===== src/rtl/assert_macros.svh =====
// Concurrent check macros, sampled on the rising clock edge, off while in reset.
`ifndef ASSERT_MACROS_SVH
`define ASSERT_MACROS_SVH

`define ASSERT_CLK(lbl, prop, msg) \
   lbl: assert property (@(posedge clock) disable iff (reset) (prop)) else $error(msg);

`define ASSERT_IMPL(lbl, pre, post, msg) \
   lbl: assert property (@(posedge clock) disable iff (reset) (pre) |-> (post)) \
      else $error(msg);

`endif


===== src/rtl/anp_pkg.sv =====
package anp_pkg;

   localparam int VALUE_WIDTH     = 32;
   localparam int OUT_VALUE_WIDTH = 32;
   localparam int STATUS_WIDTH    = 3;
   localparam int CHAR_WIDTH      = 8;
   localparam int RSP_FIELD_BITS  = OUT_VALUE_WIDTH + STATUS_WIDTH;
   localparam int RSP_DATA_WIDTH  = ((RSP_FIELD_BITS + 7) / 8) * 8;

   localparam logic [CHAR_WIDTH-1:0] CH_NUL  = 8'h00;
   localparam logic [CHAR_WIDTH-1:0] CH_ZERO = 8'h30;
   localparam logic [CHAR_WIDTH-1:0] CH_NINE = 8'h39;
   localparam logic [CHAR_WIDTH-1:0] CH_A    = 8'h41;
   localparam logic [CHAR_WIDTH-1:0] CH_F    = 8'h46;
   localparam logic [CHAR_WIDTH-1:0] CH_X    = 8'h58;

   localparam logic [3:0] LETTER_OFFSET = 4'd9;
   localparam logic [1:0] COUNT_MAX     = 2'd3;

   typedef enum logic [STATUS_WIDTH-1:0] {
      ST_OK      = 3'd0,
      ST_ILLEGAL = 3'd1,
      ST_SHORT   = 3'd2,
      ST_PREFIX  = 3'd3,
      ST_EMPTY   = 3'd4
   } status_type;

   typedef struct packed {
      logic       terminator;
      logic       digit;
      logic       hex_letter;
      logic       x_char;
      logic       zero_char;
      logic [3:0] nibble;
   } char_class_type;

endpackage


===== src/rtl/anp_classify.sv =====
module anp_classify (
   input  logic [anp_pkg::CHAR_WIDTH-1:0] char_code,
   output anp_pkg::char_class_type        char_class
);

   always_comb begin
      char_class.terminator = (char_code == anp_pkg::CH_NUL);
      char_class.digit      = (char_code >= anp_pkg::CH_ZERO) && (char_code <= anp_pkg::CH_NINE);
      char_class.hex_letter = (char_code >= anp_pkg::CH_A) && (char_code <= anp_pkg::CH_F);
      char_class.x_char     = (char_code == anp_pkg::CH_X);
      char_class.zero_char  = (char_code == anp_pkg::CH_ZERO);
      char_class.nibble     = char_class.digit ? char_code[3:0]
                                               : char_code[3:0] + anp_pkg::LETTER_OFFSET;
   end

endmodule


===== src/rtl/anp_parse.sv =====
module anp_parse (
   input  logic                                clock,
   input  logic                                reset,
   input  logic                                advance,
   input  anp_pkg::char_class_type             char_class,
   output logic [anp_pkg::OUT_VALUE_WIDTH-1:0] number_value,
   output anp_pkg::status_type                 parse_status
);

   logic [anp_pkg::VALUE_WIDTH-1:0] decimal_acc_ff, decimal_acc_in;
   logic [anp_pkg::VALUE_WIDTH-1:0] hex_acc_ff, hex_acc_in;
   logic [1:0]                      char_count_ff, char_count_in;
   logic                            letter_seen_ff, letter_seen_in;
   logic                            x_seen_ff, x_seen_in;
   logic                            lead_is_zero_ff, lead_is_zero_in;
   logic                            illegal_seen_ff, illegal_seen_in;

   logic                            x_ok;
   logic                            legal;
   logic [anp_pkg::VALUE_WIDTH-1:0] digit_ext;

   assign x_ok      = char_class.x_char && (char_count_ff == 2'd1);
   assign legal     = char_class.digit || char_class.hex_letter || x_ok;
   assign digit_ext = anp_pkg::VALUE_WIDTH'(char_class.nibble);

   always_comb begin
      decimal_acc_in  = decimal_acc_ff;
      hex_acc_in      = hex_acc_ff;
      char_count_in   = char_count_ff;
      letter_seen_in  = letter_seen_ff;
      x_seen_in       = x_seen_ff;
      lead_is_zero_in = lead_is_zero_ff;
      illegal_seen_in = illegal_seen_ff;
      priority if (!advance) begin
      end else if (char_class.terminator) begin
         decimal_acc_in  = '0;
         hex_acc_in      = '0;
         char_count_in   = '0;
         letter_seen_in  = 1'b0;
         x_seen_in       = 1'b0;
         lead_is_zero_in = 1'b0;
         illegal_seen_in = 1'b0;
      end else if (illegal_seen_ff) begin
      end else if (!legal) begin
         illegal_seen_in = 1'b1;
      end else begin
         if (x_ok) begin
            x_seen_in      = 1'b1;
            letter_seen_in = 1'b1;
            hex_acc_in     = '0;
         end else begin
            if (char_class.hex_letter) begin
               letter_seen_in = 1'b1;
            end
            if ((char_count_ff == 2'd0) && char_class.zero_char) begin
               lead_is_zero_in = 1'b1;
            end
            decimal_acc_in = (decimal_acc_ff << 3) + (decimal_acc_ff << 1) + digit_ext;
            hex_acc_in     = (hex_acc_ff << 4) + digit_ext;
         end
         if (char_count_ff != anp_pkg::COUNT_MAX) begin
            char_count_in = char_count_ff + 2'd1;
         end
      end
   end

   always_ff @(posedge clock) begin
      if (reset) begin
         decimal_acc_ff  <= '0;
         hex_acc_ff      <= '0;
         char_count_ff   <= '0;
         letter_seen_ff  <= 1'b0;
         x_seen_ff       <= 1'b0;
         lead_is_zero_ff <= 1'b0;
         illegal_seen_ff <= 1'b0;
      end else begin
         decimal_acc_ff  <= decimal_acc_in;
         hex_acc_ff      <= hex_acc_in;
         char_count_ff   <= char_count_in;
         letter_seen_ff  <= letter_seen_in;
         x_seen_ff       <= x_seen_in;
         lead_is_zero_ff <= lead_is_zero_in;
         illegal_seen_ff <= illegal_seen_in;
      end
   end

   always_comb begin
      number_value = '0;
      priority if (illegal_seen_ff) begin
         parse_status = anp_pkg::ST_ILLEGAL;
      end else if (letter_seen_ff) begin
         priority if (char_count_ff != anp_pkg::COUNT_MAX) begin
            parse_status = anp_pkg::ST_SHORT;
         end else if (!(lead_is_zero_ff && x_seen_ff)) begin
            parse_status = anp_pkg::ST_PREFIX;
         end else begin
            parse_status = anp_pkg::ST_OK;
            number_value = anp_pkg::OUT_VALUE_WIDTH'(hex_acc_ff);
         end
      end else if (char_count_ff == 2'd0) begin
         parse_status = anp_pkg::ST_EMPTY;
      end else begin
         parse_status = anp_pkg::ST_OK;
         number_value = anp_pkg::OUT_VALUE_WIDTH'(decimal_acc_ff);
      end
   end

endmodule


===== src/rtl/ascii_number_parser_core.sv =====
// Channel  Dir  Ports        Beat contents (low bit up)
// req      in   req_t*       [7:0] char_in
// rsp      out  rsp_t*       [31:0] number_value, [34:32] parse_status, [39:35] zero
//
// One character per cycle unless a terminator waits; a beat is registered in the input
// register and the terminator result is then registered in the output register.
// Non-terminator beats never wait for the rsp side; a terminator waits only
// while an earlier result is still held in the output register.
// Synchronous active-high reset clears the parse state and both valid flags.
`include "assert_macros.svh"

module ascii_number_parser_core (
   input  logic                               clock,
   input  logic                               reset,
   input  logic                               req_tvalid,
   output logic                               req_tready,
   input  logic [7:0]                         req_tdata,   // [7:0] char_in
   output logic                               rsp_tvalid,
   input  logic                               rsp_tready,
   output logic [anp_pkg::RSP_DATA_WIDTH-1:0] rsp_tdata    // value, status, zero pad
);

   logic                               in_valid_ff, in_valid_in;
   logic [anp_pkg::CHAR_WIDTH-1:0]     in_char_ff;
   logic                               out_valid_ff, out_valid_in;
   logic [anp_pkg::RSP_DATA_WIDTH-1:0] out_data_ff;

   anp_pkg::char_class_type            char_class;
   logic [anp_pkg::OUT_VALUE_WIDTH-1:0] number_value;
   anp_pkg::status_type                parse_status;
   logic                               out_free;
   logic                               advance;
   logic                               req_take;
   logic                               emit;

   anp_classify u_classify (
      .char_code  (in_char_ff),
      .char_class (char_class)
   );

   anp_parse u_parse (
      .clock        (clock),
      .reset        (reset),
      .advance      (advance),
      .char_class   (char_class),
      .number_value (number_value),
      .parse_status (parse_status)
   );

   assign out_free     = !out_valid_ff || rsp_tready;
   assign advance      = in_valid_ff && (!char_class.terminator || out_free);
   assign emit         = advance && char_class.terminator;
   assign req_tready   = !in_valid_ff || advance;
   assign req_take     = req_tvalid && req_tready;
   assign in_valid_in  = req_take || (in_valid_ff && !advance);
   assign out_valid_in = emit || (out_valid_ff && !rsp_tready);

   always_ff @(posedge clock) begin
      if (reset) begin
         in_valid_ff  <= 1'b0;
         out_valid_ff <= 1'b0;
      end else begin
         in_valid_ff  <= in_valid_in;
         out_valid_ff <= out_valid_in;
      end
   end

   // hold payloads until the next beat replaces them
   always_ff @(posedge clock) begin
      if (req_take) begin
         in_char_ff <= req_tdata;
      end
      if (emit) begin
         out_data_ff <= anp_pkg::RSP_DATA_WIDTH'({parse_status, number_value});
      end
   end

   assign rsp_tvalid = out_valid_ff;
   assign rsp_tdata  = out_data_ff;

   `ASSERT_IMPL(a_error_value_zero,
      rsp_tvalid && (rsp_tdata[34:32] != anp_pkg::ST_OK), rsp_tdata[31:0] == '0,
      "error result carries a nonzero value")
   `ASSERT_IMPL(a_char_never_stalls,
      in_valid_ff && !char_class.terminator, advance,
      "non-terminator beat stalled in the input register")
   `ASSERT_IMPL(a_result_from_terminator,
      !out_valid_ff && !emit, !out_valid_in,
      "result raised without a terminator")
   `ASSERT_CLK(a_ready_when_empty, !in_valid_ff |-> req_tready,
      "input register empty but not ready")

endmodule


===== config.mk =====
export PLATFORM = sky130hd
export DESIGN_NAME = ascii_number_parser_core
export DESIGN_NICKNAME = d
export VERILOG_FILES = /design/src/rtl/anp_pkg.sv /design/src/rtl/anp_classify.sv /design/src/rtl/anp_parse.sv /design/src/rtl/ascii_number_parser_core.sv
export VERILOG_INCLUDE_DIRS = /design/src /design/src/rtl
export SDC_FILE = /design/constraint.sdc
export NUM_CORES = 1
export LEC_CHECK = 0
export BUFFER_PORTS_ARGS = -buffer_cell sky130_fd_sc_hd__buf_2
export CAP_MARGIN = 10
export CELL_PAD_IN_SITES_DETAIL_PLACEMENT = 1
export CELL_PAD_IN_SITES_GLOBAL_PLACEMENT = 1
export CORE_MARGIN = 2
export CORE_UTILIZATION = 43
export CTS_CLUSTER_DIAMETER = 200
export DETAILED_ROUTE_END_ITERATION = 16
export HOLD_SLACK_MARGIN = 0.06
export PLACE_DENSITY = 0.75
export RECOVER_POWER = 100
export SLEW_MARGIN = 20
export SYNTH_ARGS = -nofsm -noshare
export SYNTH_HDL_FRONTEND = slang
export SYNTH_SLANG_ARGS = --single-unit

===== constraint.sdc =====
create_clock -name clock -period 4.2 [get_ports clock]
set_input_delay 1.26 -clock clock [delete_from_list [all_inputs] [get_ports clock]]
set_output_delay 1.26 -clock clock [all_outputs]
set_load 0.05 [all_outputs]

# ---- Word level (Yosys, flattened, before mapping)
# Cells that the tools add are included.
dict set report classes {
  n_addsub 5
  n_lt_le_gt_ge 4
  eq_ne 6
  muxes 38
  n_reduce_logical 35
}
# op n
set ops {}
lappend ops {{2-to-1 mux 32 bit} 12}
lappend ops {{adder 32 x 4 -> 32 bit} 2}
lappend ops {{adder 32 bit} 1}
lappend ops {{2-to-1 mux 1 bit} 17}
lappend ops {{AND reduction 4 bit} 4}
lappend ops {{logical AND 1 bit} 10}
lappend ops {{2-to-1 mux 2 bit} 5}
lappend ops {{2-to-1 mux 3 bit} 3}
lappend ops {{equality test 8 x 6 -> 1 bit, second input constant} 1}
lappend ops {{equality test 8 x 7 -> 1 bit, second input constant} 1}
lappend ops {{>= comparator 8 x 6 -> 1 bit, second input constant} 1}
lappend ops {{>= comparator 8 x 7 -> 1 bit, second input constant} 1}
lappend ops {{less-or-equal comparator 8 x 6 -> 1 bit, second input constant} 1}
lappend ops {{less-or-equal comparator 8 x 7 -> 1 bit, second input constant} 1}
lappend ops {{logical NOT 8 bit} 1}
lappend ops {{nonzero test 2 bit} 4}
lappend ops {{logical OR 1 bit} 7}
lappend ops {{!= test 2 bit, second input constant} 3}
lappend ops {{logical NOT 1 bit} 5}
lappend ops {{AND reduction 5 bit} 1}
lappend ops {{adder 4 bit, second input constant} 1}
lappend ops {{2-to-1 mux 4 bit} 1}
lappend ops {{AND reduction 3 bit} 1}
lappend ops {{nonzero test 3 bit} 1}
lappend ops {{other kinds (3)} 3}
dict set report totals {
  ff_bits 115
  in_bits 12
  out_inout_bits 42
  wordCells 99
}

# ---- Depth between registers and ports, before layout
dict set report logic_depth {
  ltp_word 8
  depth_mapped 19
  depth_no_buf 18
}

# ---- Modules after synthesis
# A second synthesis with hierarchy kept.
dict set report unflattened {
  hier_cells 631
  hier_area_um2 6439.9
}
# module instances cells_each area_per_inst_um2 seq_area_each_um2
set by_module_without_submodules {}
lappend by_module_without_submodules {anp_parse 1 538 4734.5 1401.3}
lappend by_module_without_submodules {ascii_number_parser_core 1 61 1436.4 1331.3}
lappend by_module_without_submodules {anp_classify 1 32 269.0 0.0}

# ---- Worst setup path before layout
# OpenSTA, ideal clock, no wires.
dict set report synth_timing {
  path_kind {register to register}
  startpoint {register in_char_ff[0] in the netlist's numbering}
  endpoint {register u_parse.decimal_acc_ff[30] in the netlist's numbering}
  setup_ns 0.117
  t_arrival_ns 4.309
  t_required_ns 4.083
  path_slack_ns -0.226
  stages_incl_launch_ff 19
  path_buffers 1
  period_less_slack_ns 4.426
  cell_sequence {edfxtp_1 inv_1 ha_1 nor2_1 o21ai_0 and2_1 clkbuf_1 a31oi_1 xor2_1 fa_1 fa_1 a21o_1 nand4_1 a21oi_1 or3b_4 o2bb2ai_1 o41a_1 or3_1 a32o_1}
}
dict set report synth_via {
  elab_chain_len 8
  word_cells_on_any_way 25
  classes_between {add/sub (2); order compare (4); eq/ne (3); mux (5); reduce/logical (11)}
}
# item line
set synth_rtl {}
lappend synth_rtl {{start: declaration} ascii_number_parser_core.sv:24} ;# logic [anp_pkg::CHAR_WIDTH-1:0] in_char_ff;
lappend synth_rtl {{start signal: assignment} ascii_number_parser_core.sv:71} ;# in_char_ff <= req_tdata;
lappend synth_rtl {{>= comparator 8 x 6 -> 1 bit / less-or-equal comparator 8 x 6 -> 1 bit (equally long branches)} anp_classify.sv:8} ;# char_class.digit = (char_code >= anp_pkg::CH_ZERO) && (char_code <= anp_pkg::CH_NINE);
lappend synth_rtl {{logical AND 1 bit} anp_classify.sv:8}
lappend synth_rtl {{2-to-1 mux 4 bit} anp_classify.sv:12} ;# char_class.nibble = char_class.digit ? char_code[3:0]
lappend synth_rtl {{adder 32 x 4 -> 32 bit} anp_parse.sv:58} ;# decimal_acc_in = (decimal_acc_ff << 3) + (decimal_acc_ff << 1) + digit_ext;
lappend synth_rtl {{2-to-1 mux 32 bit} anp_parse.sv:47} ;# if (x_ok) begin
lappend synth_rtl {{2-to-1 mux 32 bit} anp_parse.sv:44} ;# end else if (!legal) begin
lappend synth_rtl {{2-to-1 mux 32 bit} anp_parse.sv:43} ;# end else if (illegal_seen_ff) begin
lappend synth_rtl {{2-to-1 mux 32 bit} anp_parse.sv:35} ;# end else if (char_class.terminator) begin
lappend synth_rtl {{end signal: assignment} anp_parse.sv:77} ;# decimal_acc_ff <= decimal_acc_in;
lappend synth_rtl {{end: declaration} anp_parse.sv:10} ;# logic [anp_pkg::VALUE_WIDTH-1:0] decimal_acc_ff, decimal_acc_in;
# Several ways; a longest one is shown, not always the timed one. The select of a mux whose other input is x is not followed.
# A chain may end at the register's enable or synchronous reset.

# ---- Worst setup path after layout
# Ends and elaborated chain as after synthesis.

==> qor.yml <==
grt:
  grt_pass1_wl_um: 27600
  grt_max_degree: 33
  overflow: 0
  antenna_found_initial: 0
  grt_usage: 0.238
  grt_pass1_vias: 5129
placed_design:
  dpl.hpwl_um: 12100
  place_ws_ns: -0.0514
  gp_congestion: 0.900
  port_buffers: 48
clock_tree:
  cts_tree: "yes"
  clock_latency_ns: 0.42
  htreeDepth: 4
  clock_path_buffers: 2
  cts.sinks: 115
  hold_buffers: 0
  clk_pin_slew_ns: 0.06
  cts_buffers: 17
  cts-root-buf: "clkbuf_16"
logic_synthesis:
  synthTopCellsByArea: "dfxtp_1 23%, edfxtp_1 21%, ha_1 13%"
  syn_avg_cell_area_um2: 10.1
  ys_ff_latch: 115
  async_flop_share: 0
  synth_top_area_cell: "dfxtp_1"
  synth-edff-count: 43
  syn_area_um2: 6200
  yosysSeqAreaShare: 0.441
  synth-warning-count: 0
  synth.distinct_cells: 60
  syn_inst: 614
  ys.flop_type: "dfxtp_1"
  synth_top_area_share: 0.233
power_and_ir_drop:
  power_density_nw_per_um2: 368
  ir_drop_uv: 327
  p_leak_nw: 3.11
timing:
  worstMarginPinSlew_ns: 1.57
  max-slew-margin-rel: -0.0556
  hold_violations: 0
  drv_slew: 16
  finalSetupViolations: 0
  fin_crit_sh: 0.990
  finalCriticalPeriod_ns: 4.16
  rsz0062_at_grt: "yes"
  skew_ns: 0.00548
  fmax_mhz: 241
  whs_ns: 0.473
  setup_ws_ns: 0.0434
worst_setup_path:
  path_depth: 16
  arrival_ns: 4.47
  critPathRequiredTime_ns: 4.52
  cp_num_buf_inv: 0
  reg2reg_depth: 16
  critPathMaxFanout: 4
  critPathMaxStageDelay_ns: 0.49
  crit_family: "compound AO/OA/AOI/OAI gates"
  setup.worst_path.class: "flop to flop"
  end_kind: "flop"
  slowest_stage: "fa_1"
  r2r_slack_ns: 0.04
  cp_cell_sequence: "ha_2, nor2_2, o21ai_1, and2_4, a31oi_4, xor2_2, fa_1, fa_2, a21o_1, nand4_1, a21oi_2, or3b_4, o2bb2ai_2, o41a_1, or3_1, a32o_1"
  critPathLaunchType: "flop"
die:
  die_area_um2: 15400
  core_area_um2: 14000
  top_level_ports: 54
  die_x_um: 124
  initial_core_util: 0.443
  die_y_um: 124
  rows: 43
finish:
  diodes: 0
  synthToLayoutAreaGrowth_pct: 18.3
  final_nets: 749
  layout_common_cells: "72 x dfxtp_1, 61 x ha_1, 55 x a22o_1"
  fin_util: 0.524
  drive_above_1_share: 0.183
  final_common_cell: "dfxtp_1"
run_status:
  violations: "capacitance limit, slew limit"
  status: "complete, but fails checks"
route:
  dr_total_vias: 4960
  vias_per_cell: 5.75
  route.detailed.drc: 0
  wl_um: 17000
  drtPass1Iterations: 4
  avgRoutedWirePerCell_um: 19.7
  drt_iter0_drc: 327
  antenna_left: 0
flow_run:
  drv_cap: 1
worst_hold_path:
  hold_class: "flop to flop"
  hold_path_depth: 2
[power breakdown]
part	switching [mW]	internal (mW)	total (mW)
sequential	0.00960	1.16	1.17
combinational	0.0700	0.0390	0.109
clock	0.532	0.888	1.42
total	0.612	2.09	2.70
[registers in the layout, summed over array words and instances (netlist names), 2 cells and up]
signal,cells
u_parse.hex_acc_ff,32
u_parse.decimal_acc_ff,32
in_char_ff,8
rsp_tdata,35
u_parse.char_count_ff,2
[cells by family (layout without fill, tap and decap cells)]
kind of cell,after synthesis,in the layout,share of synthesized area
multiplexers,2,2,0.00343
buffers and inverters,46,111,0.0339
flip-flops,115,115,0.441
AO/OA/AOI/OAI,190,190,0.217
AND/OR/NAND/NOR,165,165,0.126
adder cells (fa/ha/maj),67,67,0.138
other,1,5,0.000605
XOR/XNOR,28,28,0.0396
[through the flow]
stage / instances / cell area (um^2) / total power [mW] / setup TNS [ns]
global route: 863 / 7330 / 2.78 / -0.202
finish: 863 / 7330 / 2.70 / 0
global placement: 828 / 6710 / 1.29 / 0
CTS: 861 / 7300 / 2.71 / 0
detailed placement: 828 / 6710 / 1.30 / -0.0514
floorplan: 618 / 6280 / 1.27 / 0
[final timing paths]
| path | startpoint | end |
|---|---|---|
| worst max-delay path | in_char_ff[0]$_DFFE_PP_ | u_parse.decimal_acc_ff[30]$_SDFFE_PP0P_ |
| worst min register to register | u_parse.decimal_acc_ff[31]$_SDFFE_PP0P_ | u_parse.decimal_acc_ff[31]$_SDFFE_PP0P_ |
| worst min-delay path | u_parse.decimal_acc_ff[31]$_SDFFE_PP0P_ | u_parse.decimal_acc_ff[31]$_SDFFE_PP0P_ |
| worst max register to register | in_char_ff[0]$_DFFE_PP_ | u_parse.decimal_acc_ff[30]$_SDFFE_PP0P_ |
[cell type report]
cell class                 instances  area, um^2
multi-input combinational        457        3370
timing repair buffer              68         390
clock inverter                    12         131
fill                            1594        6660
sequential                       115        2730
inverter                          11        41.3
tap                              180         225
clock buffer                      20         447
[tightest hold or removal path: cells and delay by family, from the launching register on]
kind | cells | cell delay, ns
DFF | 1 | 0.32
and+or+nand+nor | 1 | 0.06
AOI/OAI and AO/OA | 1 | 0.05
[synthesized netlist by cell type (11+ instances only)]
cell,number
dfxtp_1,72
a21o_1,13
nand2_1,46
clkbuf_1,20
nand3_1,12
o21ai_0,17
inv_1,11
o21ai_1,18
a22o_1,55
xnor2_1,14
a21oi_1,40
edfxtp_1,43
ha_1,65
nor2_1,53
xor2_1,14
[timing repair]
| item | in CTS | in global routing |
|---|---|---|
| gates resized for setup | 4 | 7 |
| buffers inserted | 1 | 2 |
| endpoints found under the setup margin | 2 | 10 |
| pin swaps | 3 | 1 |
[per-layer routing]
layer | GRT usage | routed length, um
met4 | 0.0843 | 427
met3 | 0.0508 | 638
met1 | 0.303 | 7640
met2 | 0.398 | 8320
met5 | 0 | 0
(Power assumes the default switching activity.)
